## src/sv/bvm_pkg.sv

```systemverilog
`timescale 1ns / 1ps

package bvm_pkg;

    // Widths of the datapath
    localparam int unsigned OHMS_W = 20;
    localparam int unsigned MV_W   = 16;
    localparam int unsigned CV_W   = 13;
    localparam int unsigned PCT_W  = 8;
    localparam int unsigned QUOT_W = 16;
    localparam int unsigned RDG_W  = 15;   // magnitude bits of a clamped reading
    localparam int unsigned CFG_IDX_W = 3;

    // Register indexes on the configuration port
    localparam logic [CFG_IDX_W-1:0] CFG_FULL_OHMS  = 3'd0;
    localparam logic [CFG_IDX_W-1:0] CFG_OUT_OHMS   = 3'd1;
    localparam logic [CFG_IDX_W-1:0] CFG_LOW_THRESH = 3'd2;
    localparam logic [CFG_IDX_W-1:0] CFG_EMPTY_MV   = 3'd3;
    localparam logic [CFG_IDX_W-1:0] CFG_FULL_MV    = 3'd4;

    // Register values after reset
    localparam logic [OHMS_W-1:0] RST_FULL_OHMS  = 20'd110000;
    localparam logic [OHMS_W-1:0] RST_OUT_OHMS   = 20'd10000;
    localparam logic [MV_W-1:0]   RST_LOW_THRESH = 16'd14000;
    localparam logic [MV_W-1:0]   RST_EMPTY_MV   = 16'd13200;
    localparam logic [MV_W-1:0]   RST_FULL_MV    = 16'd16800;

    // Sequencing and scaling constants
    localparam int unsigned MUL_STEPS = 15;
    localparam int unsigned DIV_STEPS = 16;
    localparam logic [MV_W-1:0]  MV_SAT     = 16'hFFFF;
    localparam logic [15:0]      CV_RECIP   = 16'hCCCD;  // ceil(2^19 / 10)
    localparam int unsigned      CV_SHIFT   = 19;
    localparam logic [6:0]       PCT_SCALE  = 7'd100;
    localparam logic signed [PCT_W-1:0] PCT_FULL = 8'sd100;
    localparam logic signed [PCT_W-1:0] PCT_ZERO = 8'sd0;
    localparam logic signed [PCT_W-1:0] PCT_NONE = -8'sd1;

    // Input beat
    typedef struct packed {
        logic signed [15:0] adc_millivolts;
        logic               read_ok;
    } t_in_beat;

    // Output beat
    typedef struct packed {
        logic [MV_W-1:0]         batt_mv;
        logic [CV_W-1:0]         batt_cv;
        logic signed [PCT_W-1:0] charge_pct;
        logic                    sample_valid;
        logic                    low_flag;
        logic                    low_event;
    } t_out_beat;

    // Divider control
    typedef struct packed {
        logic load;
        logic step;
    } t_div_ctl;

endpackage

```

## src/sv/bvm_serial_div.sv

```systemverilog
`timescale 1ns / 1ps

// Restoring divider, one quotient bit per step.
// Load with the dividend's high part (must be below the divisor) and its low
// 16 bits; after 16 steps the quotient sits in o_quot.
module bvm_serial_div (
    input  logic                             i_clk,
    input  bvm_pkg::t_div_ctl                i_ctl,
    input  logic [bvm_pkg::OHMS_W-1:0]       i_rem_init,
    input  logic [bvm_pkg::QUOT_W-1:0]       i_num_lo,
    input  logic [bvm_pkg::OHMS_W-1:0]       i_divisor,
    output logic [bvm_pkg::QUOT_W-1:0]       o_quot
);

    logic [bvm_pkg::OHMS_W-1:0] r_rem;
    logic [bvm_pkg::QUOT_W-1:0] r_dq;     // dividend bits out, quotient bits in
    logic [bvm_pkg::OHMS_W-1:0] r_dvs;

    logic [bvm_pkg::OHMS_W:0]   w_trial;
    logic [bvm_pkg::OHMS_W:0]   w_diff;
    logic                       w_ge;

    // Trial subtract of the shifted partial remainder
    assign w_trial = {r_rem, r_dq[bvm_pkg::QUOT_W-1]};
    assign w_diff  = w_trial - {1'b0, r_dvs};
    assign w_ge    = (w_trial >= {1'b0, r_dvs});

    always_ff @(posedge i_clk) begin
        if (i_ctl.load) begin
            r_rem <= i_rem_init;
            r_dq  <= i_num_lo;
            r_dvs <= i_divisor;
        end else if (i_ctl.step) begin
            r_rem <= w_ge ? w_diff[bvm_pkg::OHMS_W-1:0] : w_trial[bvm_pkg::OHMS_W-1:0];
            r_dq  <= {r_dq[bvm_pkg::QUOT_W-2:0], w_ge};
        end
    end

    assign o_quot = r_dq;

endmodule

```

## src/sv/battery_low_voltage_monitor_core.sv

```systemverilog
`timescale 1ns / 1ps

// Sequence: a good read runs a 15-step serial multiply, a 16-step scale divide
// and, only between the empty and full levels, a 16-step percent divide before
// the result is valid; a saturated read skips the scale divide, a failed read
// skips both; the result then waits while the result register stays full.
// One beat at a time: the next is accepted only after the result is loaded.
// Reset: synchronous, active low; registers go to defaults, state is cleared.
module battery_low_voltage_monitor_core #(
    parameter int unsigned DEBOUNCE_SAMPLES = 4
) (
    input  logic                                i_clk,
    input  logic                                i_rst_n,
    // input channel
    input  logic                                i_in_valid,
    output logic                                o_in_stall,
    input  bvm_pkg::t_in_beat                   i_in_data,
    // output channel
    output logic                                o_out_valid,
    input  logic                                i_out_stall,
    output bvm_pkg::t_out_beat                  o_out_data,
    // configuration
    input  logic                                i_cfg_we,
    input  logic [bvm_pkg::CFG_IDX_W-1:0]       i_cfg_index,
    input  logic [bvm_pkg::OHMS_W-1:0]          i_cfg_data
);

    localparam int unsigned SW = $clog2(DEBOUNCE_SAMPLES + 1);
    localparam logic [SW-1:0] DEB = SW'(DEBOUNCE_SAMPLES);

    typedef enum logic [8:0] {
        S_IDLE    = 9'b000000001,
        S_MUL     = 9'b000000010,
        S_CHK     = 9'b000000100,
        S_DIV_MV  = 9'b000001000,
        S_UPDATE  = 9'b000010000,
        S_PCT     = 9'b000100000,
        S_DIV_PCT = 9'b001000000,
        S_PCT_END = 9'b010000000,
        S_FINISH  = 9'b100000000
    } t_state;

    // configuration registers
    logic [bvm_pkg::OHMS_W-1:0] r_full_ohms;
    logic [bvm_pkg::OHMS_W-1:0] r_out_ohms;
    logic [bvm_pkg::MV_W-1:0]   r_low_thresh;
    logic [bvm_pkg::MV_W-1:0]   r_empty_mv;
    logic [bvm_pkg::MV_W-1:0]   r_full_mv;

    // sequencer and monitor state
    t_state                     r_state,  n_state;
    logic [3:0]                 r_cnt,    n_cnt;
    logic [bvm_pkg::MV_W-1:0]   r_last_mv, n_last_mv;
    logic                       r_have,   n_have;
    logic                       r_low,    n_low;
    logic                       r_event,  n_event;
    logic [SW-1:0]              r_below,  n_below;
    logic [SW-1:0]              r_above,  n_above;
    logic                       r_out_valid, n_out_valid;

    // payload registers
    logic [bvm_pkg::OHMS_W-1:0] r_mh,  n_mh;     // product high part
    logic [bvm_pkg::RDG_W-1:0]  r_ml,  n_ml;     // multiplier / product low part
    logic                       r_sat, n_sat;
    logic [bvm_pkg::CV_W-1:0]   r_cv,  n_cv;
    logic signed [bvm_pkg::PCT_W-1:0] r_pct, n_pct;
    bvm_pkg::t_out_beat         r_out, n_out;

    // datapath wires
    logic                       w_in_acc;
    logic [bvm_pkg::OHMS_W:0]   w_mul_sum;
    logic [bvm_pkg::MV_W-1:0]   w_mv_new;
    logic [SW-1:0]              w_below_inc;
    logic [SW-1:0]              w_above_inc;
    logic [31:0]                w_cv_prod;
    logic [bvm_pkg::MV_W-1:0]   w_pct_diff;
    logic [22:0]                w_pct_num;
    logic [bvm_pkg::QUOT_W-1:0] w_quot;
    bvm_pkg::t_div_ctl          w_div_ctl;
    logic [bvm_pkg::OHMS_W-1:0] w_div_rem;
    logic [bvm_pkg::QUOT_W-1:0] w_div_lo;
    logic [bvm_pkg::OHMS_W-1:0] w_div_dvs;

    assign w_in_acc = i_in_valid && !o_in_stall;

    // shift-add multiply step: add when the current multiplier bit is set
    assign w_mul_sum = {1'b0, r_mh} + (r_ml[0] ? {1'b0, r_full_ohms} : '0);

    assign w_mv_new    = r_sat ? bvm_pkg::MV_SAT : w_quot;
    assign w_below_inc = (r_below < DEB) ? r_below + SW'(1) : r_below;
    assign w_above_inc = (r_above < DEB) ? r_above + SW'(1) : r_above;

    // mV to cV by reciprocal multiply, exact over 16 bits
    assign w_cv_prod  = {16'd0, r_last_mv} * {16'd0, bvm_pkg::CV_RECIP};
    assign w_pct_diff = r_last_mv - r_empty_mv;
    assign w_pct_num  = {7'd0, w_pct_diff} * 23'(bvm_pkg::PCT_SCALE);

    // sequencer
    always_comb begin
        n_state     = r_state;
        n_cnt       = r_cnt;
        n_last_mv   = r_last_mv;
        n_have      = r_have;
        n_low       = r_low;
        n_event     = r_event;
        n_below     = r_below;
        n_above     = r_above;
        n_out_valid = r_out_valid;
        n_mh        = r_mh;
        n_ml        = r_ml;
        n_sat       = r_sat;
        n_cv        = r_cv;
        n_pct       = r_pct;
        n_out       = r_out;
        w_div_ctl   = '0;
        w_div_rem   = {1'b0, r_mh[bvm_pkg::OHMS_W-1:1]};
        w_div_lo    = {r_mh[0], r_ml};
        w_div_dvs   = r_out_ohms;

        // output beat taken
        if (r_out_valid && !i_out_stall) begin
            n_out_valid = 1'b0;
        end

        case (r_state)
            S_IDLE: begin
                if (w_in_acc) begin
                    n_event = 1'b0;
                    if (i_in_data.read_ok) begin
                        n_mh    = '0;
                        n_ml    = i_in_data.adc_millivolts[15] ? '0 :
                                  i_in_data.adc_millivolts[bvm_pkg::RDG_W-1:0];
                        n_cnt   = 4'(bvm_pkg::MUL_STEPS - 1);
                        n_state = S_MUL;
                    end else begin
                        n_state = S_PCT;
                    end
                end
            end
            S_MUL: begin
                n_mh = w_mul_sum[bvm_pkg::OHMS_W:1];
                n_ml = {w_mul_sum[0], r_ml[bvm_pkg::RDG_W-1:1]};
                if (r_cnt == 4'd0) begin
                    n_state = S_CHK;
                end else begin
                    n_cnt = r_cnt - 4'd1;
                end
            end
            S_CHK: begin
                // quotient overflows 16 bits (or divisor is zero): saturate
                if ({1'b0, r_mh[bvm_pkg::OHMS_W-1:1]} >= r_out_ohms) begin
                    n_sat   = 1'b1;
                    n_state = S_UPDATE;
                end else begin
                    n_sat          = 1'b0;
                    w_div_ctl.load = 1'b1;
                    n_cnt          = 4'(bvm_pkg::DIV_STEPS - 1);
                    n_state        = S_DIV_MV;
                end
            end
            S_DIV_MV: begin
                w_div_ctl.step = 1'b1;
                if (r_cnt == 4'd0) begin
                    n_state = S_UPDATE;
                end else begin
                    n_cnt = r_cnt - 4'd1;
                end
            end
            S_UPDATE: begin
                // store the sample and run the debounce counters
                n_last_mv = w_mv_new;
                n_have    = 1'b1;
                if (w_mv_new < r_low_thresh) begin
                    n_above = '0;
                    n_below = w_below_inc;
                    if (!r_low && (w_below_inc >= DEB)) begin
                        n_low   = 1'b1;
                        n_event = 1'b1;
                    end
                end else begin
                    n_below = '0;
                    n_above = w_above_inc;
                    if (r_low && (w_above_inc >= DEB)) begin
                        n_low = 1'b0;
                    end
                end
                n_state = S_PCT;
            end
            S_PCT: begin
                n_cv = w_cv_prod[bvm_pkg::CV_SHIFT +: bvm_pkg::CV_W];
                if (!r_have || (r_last_mv <= r_empty_mv)) begin
                    n_pct   = bvm_pkg::PCT_ZERO;
                    n_state = S_FINISH;
                end else if (r_last_mv >= r_full_mv) begin
                    n_pct   = bvm_pkg::PCT_FULL;
                    n_state = S_FINISH;
                end else begin
                    w_div_rem      = {13'd0, w_pct_num[22:16]};
                    w_div_lo       = w_pct_num[15:0];
                    w_div_dvs      = {4'd0, r_full_mv - r_empty_mv};
                    w_div_ctl.load = 1'b1;
                    n_cnt          = 4'(bvm_pkg::DIV_STEPS - 1);
                    n_state        = S_DIV_PCT;
                end
            end
            S_DIV_PCT: begin
                w_div_ctl.step = 1'b1;
                if (r_cnt == 4'd0) begin
                    n_state = S_PCT_END;
                end else begin
                    n_cnt = r_cnt - 4'd1;
                end
            end
            S_PCT_END: begin
                n_pct   = w_quot[bvm_pkg::PCT_W-1:0];
                n_state = S_FINISH;
            end
            S_FINISH: begin
                // hand the result to the output register once it is free
                if (!r_out_valid || !i_out_stall) begin
                    n_out.batt_mv       = r_last_mv;
                    n_out.batt_cv       = r_have ? r_cv : '0;
                    n_out.charge_pct    = r_have ? r_pct : bvm_pkg::PCT_NONE;
                    n_out.sample_valid  = r_have;
                    n_out.low_flag      = r_low;
                    n_out.low_event     = r_event;
                    n_out_valid         = 1'b1;
                    n_state             = S_IDLE;
                end
            end
            default: begin
                n_state = S_IDLE;
            end
        endcase
    end

    bvm_serial_div u_div (
        .i_clk      (i_clk),
        .i_ctl      (w_div_ctl),
        .i_rem_init (w_div_rem),
        .i_num_lo   (w_div_lo),
        .i_divisor  (w_div_dvs),
        .o_quot     (w_quot)
    );

    // control state
    always_ff @(posedge i_clk) begin
        if (!i_rst_n) begin
            r_state     <= S_IDLE;
            r_cnt       <= '0;
            r_last_mv   <= '0;
            r_have      <= 1'b0;
            r_low       <= 1'b0;
            r_event     <= 1'b0;
            r_below     <= '0;
            r_above     <= '0;
            r_out_valid <= 1'b0;
        end else begin
            r_state     <= n_state;
            r_cnt       <= n_cnt;
            r_last_mv   <= n_last_mv;
            r_have      <= n_have;
            r_low       <= n_low;
            r_event     <= n_event;
            r_below     <= n_below;
            r_above     <= n_above;
            r_out_valid <= n_out_valid;
        end
    end

    // payload
    always_ff @(posedge i_clk) begin
        r_mh  <= n_mh;
        r_ml  <= n_ml;
        r_sat <= n_sat;
        r_cv  <= n_cv;
        r_pct <= n_pct;
        r_out <= n_out;
    end

    // configuration writes; unknown indexes are dropped
    always_ff @(posedge i_clk) begin
        if (!i_rst_n) begin
            r_full_ohms  <= bvm_pkg::RST_FULL_OHMS;
            r_out_ohms   <= bvm_pkg::RST_OUT_OHMS;
            r_low_thresh <= bvm_pkg::RST_LOW_THRESH;
            r_empty_mv   <= bvm_pkg::RST_EMPTY_MV;
            r_full_mv    <= bvm_pkg::RST_FULL_MV;
        end else if (i_cfg_we) begin
            case (i_cfg_index)
                bvm_pkg::CFG_FULL_OHMS:  r_full_ohms  <= i_cfg_data;
                bvm_pkg::CFG_OUT_OHMS:   r_out_ohms   <= i_cfg_data;
                bvm_pkg::CFG_LOW_THRESH: r_low_thresh <= i_cfg_data[bvm_pkg::MV_W-1:0];
                bvm_pkg::CFG_EMPTY_MV:   r_empty_mv   <= i_cfg_data[bvm_pkg::MV_W-1:0];
                bvm_pkg::CFG_FULL_MV:    r_full_mv    <= i_cfg_data[bvm_pkg::MV_W-1:0];
                default: begin
                end
            endcase
        end
    end

    assign o_in_stall  = (r_state != S_IDLE);
    assign o_out_valid = r_out_valid;
    assign o_out_data  = r_out;

    // checks
    a_busy_after_accept: assert property (@(posedge i_clk) disable iff (!i_rst_n)
        w_in_acc |=> o_in_stall)
        else $error("sequencer did not leave idle after an accepted beat");

    a_streak_exclusive: assert property (@(posedge i_clk) disable iff (!i_rst_n)
        !((r_below != '0) && (r_above != '0)))
        else $error("below and above streaks both running");

    a_streak_bound: assert property (@(posedge i_clk) disable iff (!i_rst_n)
        (r_below <= DEB) && (r_above <= DEB))
        else $error("streak counter past debounce length");

    a_event_sets_flag: assert property (@(posedge i_clk) disable iff (!i_rst_n)
        (o_out_valid && o_out_data.low_event) |-> o_out_data.low_flag)
        else $error("low event without low flag");

    a_pct_none: assert property (@(posedge i_clk) disable iff (!i_rst_n)
        o_out_valid |->
            (o_out_data.sample_valid == (o_out_data.charge_pct != bvm_pkg::PCT_NONE)))
        else $error("percent marker disagrees with sample valid");

endmodule
```

## config.mk

```make
export PLATFORM = sky130hd
export DESIGN_NAME = battery_low_voltage_monitor_core
export DESIGN_NICKNAME = d
export VERILOG_FILES = /design/src/sv/bvm_pkg.sv /design/src/sv/bvm_serial_div.sv /design/src/sv/battery_low_voltage_monitor_core.sv
export SDC_FILE = /design/constraint.sdc
export NUM_CORES = 1
export LEC_CHECK = 0
export BUFFER_PORTS_ARGS = -buffer_cell sky130_fd_sc_hd__buf_2
export CORE_MARGIN = 2
export CORE_UTILIZATION = 52
export DETAILED_ROUTE_END_ITERATION = 6
export GPL_ROUTABILITY_DRIVEN = 0
export PLACE_DENSITY = 0.77
export SLEW_MARGIN = 0
export SYNTH_ARGS = -nofsm -noshare
export SYNTH_HDL_FRONTEND = slang
export SYNTH_SLANG_ARGS = --single-unit
```

## constraint.sdc

```tcl
create_clock -name i_clk -period 10.9 [get_ports i_clk]
set_clock_uncertainty 0.2 [all_clocks]
set_input_delay 0.545 -clock i_clk [delete_from_list [all_inputs] [get_ports i_clk]]
set_output_delay 0.545 -clock i_clk [all_outputs]
set_load 0.02 [all_outputs]
```

* After elaboration in Yosys (flattened, before gate mapping)
Cells that the tools add are included.
Operators by class: reduce and logical (&&, ||, !) cells 33, equality and inequality tests 28, $add $sub $neg 7, multipliers 2, mux-type cells 62, $lt $le $gt $ge 9
Operator list (number):
- 20-bit two-way mux | 9
- 16-bit two-way mux | 6
- 9-bit one-hot mux with 9 select lines | 1
- 9-bit two-way mux | 7
- 19-bit two-way mux | 3
- 15-bit two-way mux | 3
- 20-bit one-hot mux with 2 select lines | 1
- 16-bit by 16-bit multiplier with 32-bit output, second input constant | 1
- 16-bit subtractor | 2
- 15-bit one-hot mux with 2 select lines | 1
- 4-bit two-way mux | 6
- 2-bit inequality test, second input constant | 12
- 20-bit by 20-bit adder with 21-bit output | 1
- 21-bit by 20-bit greater-or-equal comparator with 1-bit output | 1
- 16-bit by 5-bit multiplier with 21-bit output, second input constant | 1
- 19-bit by 20-bit greater-or-equal comparator with 1-bit output | 1
- 20-bit subtractor | 1
- 16-bit greater-or-equal comparator | 1
- 16-bit <= comparator | 1
- 16-bit less-than comparator | 1
- 8-bit two-way mux | 2
- 4-bit one-hot mux with 4 select lines | 1
- 8-bit one-hot mux with 2 select lines | 1
- 2-bit AND reduction | 7
- 37 further kinds | 70
Word-level totals: bits in registers 280

* Logic depth before layout (Yosys ltp)
Gate-level depths: netlist (run 1).
word-level depth 7, depth in mapped cells 26

* Cells and area by module
Synthesis (run 1) repeated with hierarchy kept, for this count alone.
Second synthesis, totals: cell total of the unflattened synthesis 2302, area, all modules 21709.6 um^2
Modules (own cells, without submodules):
- battery_low_voltage_monitor_core | area an instance 18213.7 um^2, instances 1, sequential area each 5455.2 um^2, cells each 1995
- bvm_serial_div | area an instance 3495.9 um^2, instances 1, sequential area each 1681.6 um^2, cells each 307

* Worst setup path before layout (run 1)
OpenSTA, ideal clock, no wires.
path kind register -> register, start point reg r_last_mv[5] (netlist bit), end point reg r_cv[12] (netlist bit), data pin, path buffers 0, period minus slack after synthesis 5.866 ns, arrival time 5.406 ns, cell stages (with the launch flop) 23, slack 5.034 ns, setup time 0.260 ns, cells stage by stage dfxtp_1 ha_1 inv_1 fa_1 inv_1 fa_1 inv_1 fa_1 fa_1 fa_1 inv_1 ha_1 a21o_1 a21o_1 nand3_1 nand2_1 a311oi_2 a211o_1 a21oi_1 a2111oi_4 o21bai_1 a21oi_1 xnor2_1
Between the ends: longest elaborated chain between the ends 1
Ends and longest elaborated chain:
- from (decl) | line battery_low_voltage_monitor_core.sv:53 | logic [bvm_pkg::MV_W-1:0] r_last_mv, n_last_mv;
- from (signal assigned) | line battery_low_voltage_monitor_core.sv:261 | r_last_mv <= n_last_mv;
- 16-bit by 16-bit multiplier with 32-bit output | line battery_low_voltage_monitor_core.sv:94 | assign w_cv_prod = {16'd0, r_last_mv} * {16'd0, bvm_pkg::CV_RECIP};
- net w_cv_prod[31] | line battery_low_voltage_monitor_core.sv:75 | logic [31:0] w_cv_prod;
- to (signal assigned) | line battery_low_voltage_monitor_core.sv:276 | r_cv <= n_cv;
- to (decl) | line battery_low_voltage_monitor_core.sv:65 | logic [bvm_pkg::CV_W-1:0] r_cv, n_cv;
The timed path passes the listed nets, and every way through them passes these cells. A chain may end at the register's enable or synchronous reset.

* Worst setup path in the final report (run 1)
start point reg r_last_mv[3] (netlist bit), end point reg r_cv[12] (netlist bit), data pin
Same word-level chain as after synthesis.

==> flow_metrics.env, run 1 <==
export IMPL_status="complete, no violations"
export IMPL_wl_met2_mm=24.8
export IMPL_synthDominantAreaCellType="edfxtp_1"
export IMPL_hold_path_class="in -> reg"
export IMPL_netlist_area_um2=21100
export IMPL_core_area_um2=39900
export IMPL_cts_setup_buffers=0
export IMPL_final_max_slew_viol_count=0
export IMPL_antenna_found_initial=0
export IMPL_place_inst=2800
export IMPL_crit_fanout=9
export IMPL_routedWlPerCell_um=19.0
export IMPL_fin_util=0.580
export IMPL_final_layout_size_suffix_gt1_frac=0.0839
export IMPL_ys_seq_area_frac=0.339
export IMPL_worstMarginPinSlew_ps=1050
export IMPL_cts_tree="done"
export IMPL_p_per_area_nw_per_um2=124
export IMPL_yosysMostFrequentCell="ha_1"
export IMPL_yosys_warnings=0
export IMPL_wl_met1_mm=23.0
export IMPL_die_area_um2=42200
export IMPL_holdPathStages=3
export IMPL_critPathArrivalTime_ps=6490
export IMPL_core_rowCount=73
export IMPL_wl_mm=54.3
export IMPL_nets=2759
export IMPL_critPathLaunchType="flop"
export IMPL_avgSynthCellArea_um2=9.40
export IMPL_root_buffer="clkbuf_16"
export IMPL_syn_nets=2691
export IMPL_cts_hold_buf=0
export IMPL_fmax_mhz=156
export IMPL_ys_ff_latch=280
export IMPL_synth_common_cells="ha_1 (307), nand2_1 (295), inv_1 (290)"
export IMPL_worstSkewPairLatency_ps=550
export IMPL_ir_drop_uv=113
export IMPL_cts_made_buffers=34
export IMPL_synth_edf_count=153
export IMPL_grt_pass1_wl_mm=86.9
export IMPL_reg2reg_slack_ps=4500
export IMPL_dr_first_iter_drc_count=1359
export IMPL_crit_path_end_kind="flop"
export IMPL_fin_setup_tns_ps=0
export IMPL_drc=0
export IMPL_worst_slack_ps=4500
export IMPL_path_class="reg -> reg"
export IMPL_yosysTopAreaCellShare=0.218
export IMPL_relSlewSlack=0.298
export IMPL_yosys_top_cells_area="edfxtp_1 (22%), ha_1 (18%), dfxtp_1 (12%), fa_1 (9.1%), nand2_1 (5.3%)"
export IMPL_max_cap_violations=0
export IMPL_cts_resized=0
export IMPL_start_util=0.528
export IMPL_dr_pass1_iters=7
export IMPL_reg2reg_depth=20
export IMPL_finalCriticalPeriod_ps=6400
export IMPL_min_period_over_period=0.587
export IMPL_die_w_um=205
export IMPL_async_reset_ff_frac=0
export IMPL_clock_sinks=280
export IMPL_synth_cells=2243
export IMPL_power_mw=2.87
export IMPL_synth_distinct_cells=76
export IMPL_routed_top_layer="met4"
export IMPL_grt_max_degree=89
export IMPL_p_leak_nw=10.8
export IMPL_overflow=0
export IMPL_die_h_um=205
export IMPL_grt_pass1_vias=16560
export IMPL_final_cells=2862
export IMPL_clk_pin_slew_ps=60
export IMPL_port_buffers=86
export IMPL_antenna_left=0
export IMPL_setup_viol=0
export IMPL_ioPinCount=87
export IMPL_ys_flop_type="edfxtp_1"
export IMPL_wl_met3_mm=4.16
export IMPL_htree_levels=2
export IMPL_via_per_inst=5.76
export IMPL_hold_viol=0
export IMPL_rsz0062_at_grt="no"
export IMPL_n_fill_cell=3347
export IMPL_n_antenna_cell=0
export IMPL_hpwl_mm=41.7
export IMPL_clock_path_buffers=3
export IMPL_vias=16495
export IMPL_place_ws_ps=4510
export IMPL_area_growth_pct=9.83
export IMPL_track_usage=0.265
export IMPL_required_ps=10990
## worst max-delay path, stage by stage (launching register included)
cell and delay, ps:
dfxtp_1 610, ha_1 360, inv_1 100, fa_1 410, fa_1 540, fa_1 540, fa_1 530, fa_1 550
inv_1 50, ha_1 300, a21o_1 160, a21o_1 190, nand3_1 80, nand2_1 60, a311oi_2 350, a211o_1 240
a21oi_1 120, a2111oi_4 330, o21bai_1 140, a21oi_1 200, xnor2_1 100
## kinds of logic (layout without fill, tap and decap cells)
kind of cell / count (synthesis) / in the layout / synth area share
AO/OA/AOI/OAI: 444 / 444 / 0.137
AND/OR/NAND/NOR: 669 / 669 / 0.148
buffers and inverters: 357 / 451 / 0.0646
XOR/XNOR: 82 / 82 / 0.0341
flip-flops: 280 / 280 / 0.339
adder cells (fa/ha/maj): 403 / 403 / 0.273
multiplexers: 8 / 8 / 0.00421
## flip-flops by register name, summed over array words and instances, names as in the netlist, 4 cells and up
signal and flops:
u_div.o_quot 16, u_div.r_dvs 20, o_out_data 40, r_cv 13, r_out_ohms 20, r_pct 8
r_low_thresh 16, r_ml 15, r_full_ohms 20, r_empty_mv 16, r_state 9, r_full_mv 16
u_div.r_rem 20, r_last_mv 16, r_cnt 4, r_mh 20
## stage by stage
| stage | instance area, um2 | hold WS [ps] |
|---|---|---|
| after global routing | 23200 | 52.5 |
| after detailed placement | 22000 | 243 |
| after CTS | 23200 | 15.5 |
| after global placement | 22000 | 239 |
| after floorplan | 21100 | 209 |
| final | 23200 | 35.6 |
## power breakdown
group	internal, mW	total (mW)	switching, mW	leakage (nW)
logic	0.184	0.475	0.292	7.78
clock network	0.711	1.18	0.468	0.561
registers	1.16	1.21	0.0473	2.45
## area by class of cell
class / count / area, um2 / share of cell area
Multi-Input combinational cell: 1606 / 12600 / 0.545
Sequential cell: 280 / 7140 / 0.308
Inverter: 291 / 1090 / 0.0472
Clock buffer: 43 / 906 / 0.0391
Tap cell: 525 / 657 / 0.0284
Timing Repair Buffer: 98 / 520 / 0.0225
Clock inverter: 19 / 234 / 0.0101
## per-layer routing
metal	up-vias	global-route usage
met5	-	0
met1	7903	0.349
met4	0	0.119
li1	7838	-
met3	131	0.0474
met2	623	0.428
## path summary, 6_finish.rpt
kind,from,to
worst max-delay path,r_last_mv[3]$_SDFFE_PN0P_,r_cv[12]$_DFFE_PN_
worst max register to register,r_last_mv[3]$_SDFFE_PN0P_,r_cv[12]$_DFFE_PN_
worst min-delay path,i_cfg_data[16],r_full_ohms[16]$_SDFFE_PN1P_
worst min register to register,r_full_ohms[12]$_SDFFE_PN0P_,r_full_ohms[12]$_SDFFE_PN0P_
## cells in the final DEF, fill, tap and decap left out, types with 10 or more instances in the layout
cell type,instances
a21oi_1,140
nand3b_1,18
nand2b_1,21
nand4_1,15
and2_1,40
xor2_1,39
nor2_1,127
a21o_1,53
fa_1,96
o21bai_1,11
ha_1,307
nand2_1,295
and3_1,10
xnor2_1,43
nand3_1,35
a211oi_1,14
buf_2,86
inv_1,290
a22o_1,11
nor3_1,33
nor2b_1,21
clkbuf_16,35
or2_2,19
o21a_1,19
dfxtp_1,127
edfxtp_1,153
a21boi_0,10
a22oi_1,17
o211ai_1,26
o21ai_0,74
buf_4,12
o21ai_1,13
Note: power is estimated with default switching activity, not from simulation.
==> inputs of run 2 (changes only) <==
- ABC_AREA: unset -> 1
- clock period: 10.9 -> 6.5 ns (I/O delays scaled with it)
==> flow_metrics.env, run 2 <==
export IMPL_ys_flop_type="edfxtp_1"
export IMPL_path_class="reg -> reg"
export IMPL_crit_path_end_kind="flop"
export IMPL_track_usage=0.282
export IMPL_ys_seq_area_frac=0.314
export IMPL_worstMarginPinSlew_ps=1020
export IMPL_clk_pin_slew_ps=60
export IMPL_netlist_area_um2=22700
export IMPL_root_buffer="clkbuf_16"
export IMPL_htree_levels=2
export IMPL_clock_path_buffers=3
export IMPL_cts_resized=0
export IMPL_grt_pass1_wl_mm=100
export IMPL_yosys_warnings=0
export IMPL_final_cell_mix="nand2_1 (626), inv_1 (496), ha_1 (307), nor2_1 (224), a21oi_1 (216)"
export IMPL_via_per_inst=5.52
export IMPL_p_per_area_nw_per_um2=217
export IMPL_clock_sinks=280
export IMPL_cts_made_buffers=35
export IMPL_final_max_slew_viol_count=0
export IMPL_fmax_mhz=181
export IMPL_overflow=0
export IMPL_dr_first_iter_drc_count=1517
export IMPL_n_antenna_cell=0
export IMPL_cts_tree="done"
export IMPL_synth_cells=2865
export IMPL_die_h_um=213
export IMPL_rsz0062_at_grt="no"
export IMPL_core_area_um2=43100
export IMPL_ioPinCount=87
export IMPL_port_buffers=86
export IMPL_p_leak_nw=12.9
export IMPL_final_common_cell="nand2_1"
export IMPL_whs_ps=47.0
export IMPL_final_layout_size_suffix_gt1_frac=0.0701
export IMPL_relSlewSlack=0.317
export IMPL_switching_share=0.328
export IMPL_ir_drop_uv=236
export IMPL_dr_pass1_iters=7
export IMPL_syn_nets=3313
export IMPL_p_switching_mw=1.80
export IMPL_synth_edf_count=153
export IMPL_yosysTopAreaCellShare=0.202
export IMPL_worstSkewPairLatency_ps=570
export IMPL_cts_setup_buffers=0
export IMPL_final_cells=3594
export IMPL_p_comb_frac=0.232
export IMPL_critPathLaunchType="flop"
export IMPL_nets=3430
export IMPL_min_period_over_period=0.851
export IMPL_routedWlPerCell_um=17.3
export IMPL_area_growth_pct=11.5
export IMPL_power_internal_mw=3.68
export IMPL_cts_hold_buf=34
export IMPL_grt_pass1_vias=19857
export IMPL_async_reset_ff_frac=0
export IMPL_required_ps=6610
export IMPL_p_clk_frac=0.377
export IMPL_antenna_found_initial=1
export IMPL_drc=0
export IMPL_avgSynthCellArea_um2=7.92
export IMPL_grt_max_degree=67
export IMPL_largest_register_ffs=40
export IMPL_hold_path_class="in -> reg"
export IMPL_wl_mm=62.3
export IMPL_critPathArrivalTime_ps=5640
export IMPL_max_cap_violations=0
export IMPL_yosysMostFrequentCell="nand2_1"
export IMPL_die_w_um=213
export IMPL_fin_setup_tns_ps=0
export IMPL_synthDominantAreaCellType="edfxtp_1"
export IMPL_place_inst=3496
export IMPL_power_frac_seq=0.391
export IMPL_finalCriticalPeriod_ps=5530
export IMPL_setup_viol=0
export IMPL_hpwl_mm=48.0
export IMPL_core_rowCount=76
export IMPL_vias=19854
export IMPL_synth_common_cells="nand2_1 (626), inv_1 (496), ha_1 (307)"
export IMPL_yosys_top_cells_area="edfxtp_1 (20%), ha_1 (17%), dfxtp_1 (11%), nand2_1 (10%), fa_1 (8.5%)"
export IMPL_synth_distinct_cells=49
export IMPL_antenna_left=0
export IMPL_hold_viol=0
export IMPL_n_fill_cell=3655
export IMPL_ys_ff_latch=280
export IMPL_status="complete, no violations"
export IMPL_crit_fanout=9
export IMPL_die_area_um2=45300
export IMPL_start_util=0.527
-- run 2: cell count changes after synthesis, sizes merged, moves of 34 or more --
cell   delta
a21o     -34
a21oi    +75
and2     -38
inv     +213
nand2   +338
nand3    +86
nor2    +104
o21ai    +91
-- run 2: worst paths after layout --
check | from | end | slack, ps | cells after the start
max | r_last_mv[5]$_SDFFE_PN0P_ | r_cv[11]$_DFFE_PN_ | 970 | 17
min | i_cfg_data[6] | r_low_thresh[6]$_SDFFE_PN0P_ | 50 | 3
min reg2reg | r_event$_SDFFE_PN0P_ | o_out_data[0]$_DFFE_PP_ | 230 | 0
max reg2reg | r_last_mv[5]$_SDFFE_PN0P_ | r_cv[11]$_DFFE_PN_ | 970 | 17
-- run 2: area by class of cell --
class,instances,area (um2),area share
tap,585,732,0.0289
clock buffer,41,918,0.0363
clock inverter,23,303,0.0120
inverter,506,1900,0.0751
sequential,280,7140,0.282
timing repair buffer,136,891,0.0352
multi-input combinational,2023,13400,0.530
-- run 2: critical path, stage by stage (launching register included) --
cell      delay [ps]
dfxtp_1          550
ha_1             360
fa_1             560
inv_1             60
fa_1             520
fa_1             560
inv_1             60
fa_1             530
inv_1             60
fa_1             530
inv_1             50
ha_1             340
a21oi_1          200
o21ai_0          140
o21bai_1         200
a21oi_1          140
nand2_1           80
xor2_1           130
-- run 2: routing by layer --
metal / GRT usage / vias up / wire, um
met5: 0 / - / 13
met4: 0.156 / 2 / 3580
met3: 0.0569 / 216 / 4850
met2: 0.466 / 852 / 28300
met1: 0.344 / 9232 / 25500
li1: - / 9552 / -
-- run 2: power groups by stage --
stage | Sequential, mW | Combinational [mW] | Clock, mW
after floorplan | 2.12 | 0.931 | 0
after CTS | 2.13 | 1.25 | 2.09
after global routing | 2.15 | 1.44 | 2.17
final | 2.14 | 1.27 | 2.07
after detailed placement | 2.17 | 1.21 | 0
after global placement | 2.17 | 1.18 | 0
-- run 2: cells by family (layout without fill, tap and decap cells) --
group,count (synthesis),after routing,share of synthesized area
simple gates,1078,1078,0.198
buf+inv,562,706,0.0949
compound gates,479,479,0.115
fa+ha+maj,403,403,0.254
flops,280,280,0.314
xor+xnor,63,63,0.0243
-- run 2: stage by stage --
stage	setup WS [ps]	power, mW	util	cell area [um2]
after floorplan	1430	3.05	-	22700
after global placement	1120	3.35	0.551	23700
after detailed placement	1000	3.39	0.551	23700
after CTS	996	5.47	0.587	25300
after global routing	698	5.75	0.587	25300
final	967	5.49	0.587	25300
==> inputs of run 3 (changes only) <==
- CELL_PAD_IN_SITES_DETAIL_PLACEMENT: unset -> 0
- CELL_PAD_IN_SITES_GLOBAL_PLACEMENT: unset -> 2
- CORE_UTILIZATION: 52 -> 39
- PLACE_DENSITY: 0.77 -> 0.9
==> flow_metrics.env, run 3 (same netlist as run 2, synthesis figures left out) <==
export IMPL_hold_viol=0
export IMPL_vias=19087
export IMPL_status="complete, no violations"
export IMPL_nets=3435
export IMPL_clock_sinks=280
export IMPL_core_rowCount=88
export IMPL_ir_drop_uv=149
export IMPL_die_area_um2=60100
export IMPL_routed_top_layer="met4"
export IMPL_final_cell_area_um2=25500
export IMPL_grt_pass1_vias=19372
export IMPL_largest_register_ffs=40
export IMPL_hold_path_class="in -> reg"
export IMPL_wl_met2_mm=33.7
export IMPL_crit_path_end_kind="flop"
export IMPL_p_clk_frac=0.362
export IMPL_p_comb_frac=0.241
export IMPL_p_per_area_nw_per_um2=212
export IMPL_final_common_cell="nand2_1"
export IMPL_place_inst=3681
export IMPL_grt_pass1_wl_mm=109
export IMPL_critPathLaunchType="flop"
export IMPL_worstMarginPinSlew_ps=1120
export IMPL_overflow=0
export IMPL_wl_met1_mm=29.7
export IMPL_place_ws_ps=912
export IMPL_grt_max_degree=68
export IMPL_required_ps=6590
export IMPL_dr_first_iter_drc_count=1312
export IMPL_power_mw=5.40
export IMPL_core_area_um2=57600
export IMPL_switching_share=0.334
export IMPL_final_cells=3777
export IMPL_clk_pin_slew_ps=60
export IMPL_rsz0062_at_grt="no"
export IMPL_hpwl_mm=55.3
export IMPL_area_growth_pct=12.2
export IMPL_track_usage=0.234
export IMPL_relSlewSlack=0.249
export IMPL_finalCriticalPeriod_ps=5750
export IMPL_dpl_cell_area_um2=24000
export IMPL_power_frac_seq=0.397
export IMPL_fin_setup_tns_ps=0
export IMPL_whs_ps=23.0
export IMPL_crit_fanout=9
export IMPL_cts_setup_buffers=0
export IMPL_drc=0
export IMPL_ioPinCount=87
export IMPL_cts_tree="done"
export IMPL_port_buffers=86
export IMPL_critPathArrivalTime_ps=5840
export IMPL_worstSkewPairLatency_ps=550
export IMPL_p_leak_nw=12.9
export IMPL_n_fill_cell=5752
export IMPL_wl_mm=68.8
export IMPL_final_layout_size_suffix_gt1_frac=0.0701
export IMPL_path_class="reg -> reg"
export IMPL_die_h_um=245
export IMPL_cts_made_buffers=35
export IMPL_clock_path_buffers=3
export IMPL_setup_viol=0
export IMPL_worst_slack_ps=748
export IMPL_wl_met3_mm=2.94
export IMPL_htree_levels=2
export IMPL_power_internal_mw=3.59
export IMPL_fin_util=0.442
export IMPL_n_antenna_cell=0
export IMPL_dr_pass1_iters=5
export IMPL_via_per_inst=5.05
export IMPL_start_util=0.394
export IMPL_fmax_mhz=174
export IMPL_root_buffer="clkbuf_16"
export IMPL_max_cap_violations=0
export IMPL_p_switching_mw=1.80
export IMPL_final_cell_mix="nand2_1 (626), inv_1 (496), ha_1 (307), nor2_1 (224), a21oi_1 (216)"
export IMPL_die_w_um=245
export IMPL_antenna_left=0
export IMPL_routedWlPerCell_um=18.2
export IMPL_min_period_over_period=0.885
export IMPL_antenna_found_initial=1
export IMPL_final_max_slew_viol_count=0
run 3: changes by cell type in the layout (fill, tap and decap cells not counted), moves of 2 or more:
cell / previous run / this run
clkbuf_1: 4 / 8
clkinvlp_4: 5 / 1
bufinv_16: 5 / 2
clkbuf_16: 35 / 37
clkinv_2: 2 / 4
buf_4: 16 / 21
run 3: cell type report:
cell class / count / area (um2) / share of cell area
clock buffer: 46 / 970 / 0.0381
clock inverter: 16 / 149 / 0.00585
inverter: 506 / 1900 / 0.0746
multi-input combinational: 2023 / 13400 / 0.527
sequential: 280 / 7140 / 0.280
tap: 765 / 957 / 0.0376
timing repair buffer: 141 / 928 / 0.0365
run 3: routing by layer:
metal  global-route usage  vias to the layer above
li1                     -                     9559
met1                0.292                     9015
met2                0.411                      400
met3               0.0294                      113
met4               0.0852                        0
met5                    0                        -
run 3: power by group through the flow:
stage          clock network (mW)  registers [mW]  logic [mW]
5_1_grt                      2.06            2.16        1.48
4_1_cts                      1.99            2.15        1.30
2_1_floorplan                   0            2.12       0.931
3_5_place_dp                    0            2.18        1.28
3_3_place_gp                    0            2.18        1.26
6_report                     1.96            2.14        1.30
run 3: critical path, stage by stage, from the launching register on:
cell      delay, ps
dfxtp_1         680
ha_1            390
inv_1            90
fa_1            510
inv_1            60
fa_1            540
inv_1            60
fa_1            520
inv_1            50
fa_1            470
ha_1            310
ha_1            370
a21oi_1         260
o21ai_0         210
a21boi_0        210
o21ai_0         180
a21oi_1         150
nand2_1          80
xor2_1          140
run 3: final timing paths:
kind / from / end / slack, ps / depth (start not counted)
hold reg to reg: r_low$_SDFFE_PN0P_ / o_out_data[1]$_DFFE_PP_ / 230 / 0
hold / removal: i_cfg_data[3] / r_out_ohms[3]$_SDFFE_PN0P_ / 20 / 3
setup reg to reg: r_last_mv[6]$_SDFFE_PN0P_ / r_cv[9]$_DFFE_PN_ / 750 / 18
setup / recovery: r_last_mv[6]$_SDFFE_PN0P_ / r_cv[9]$_DFFE_PN_ / 750 / 18
run 3: repair_timing:
item,4_1_cts,5_1_grt
endpoints found under the setup margin,0,0
endpoints found under the hold margin,56,0
hold buffers,34,0
resized for setup,0,0
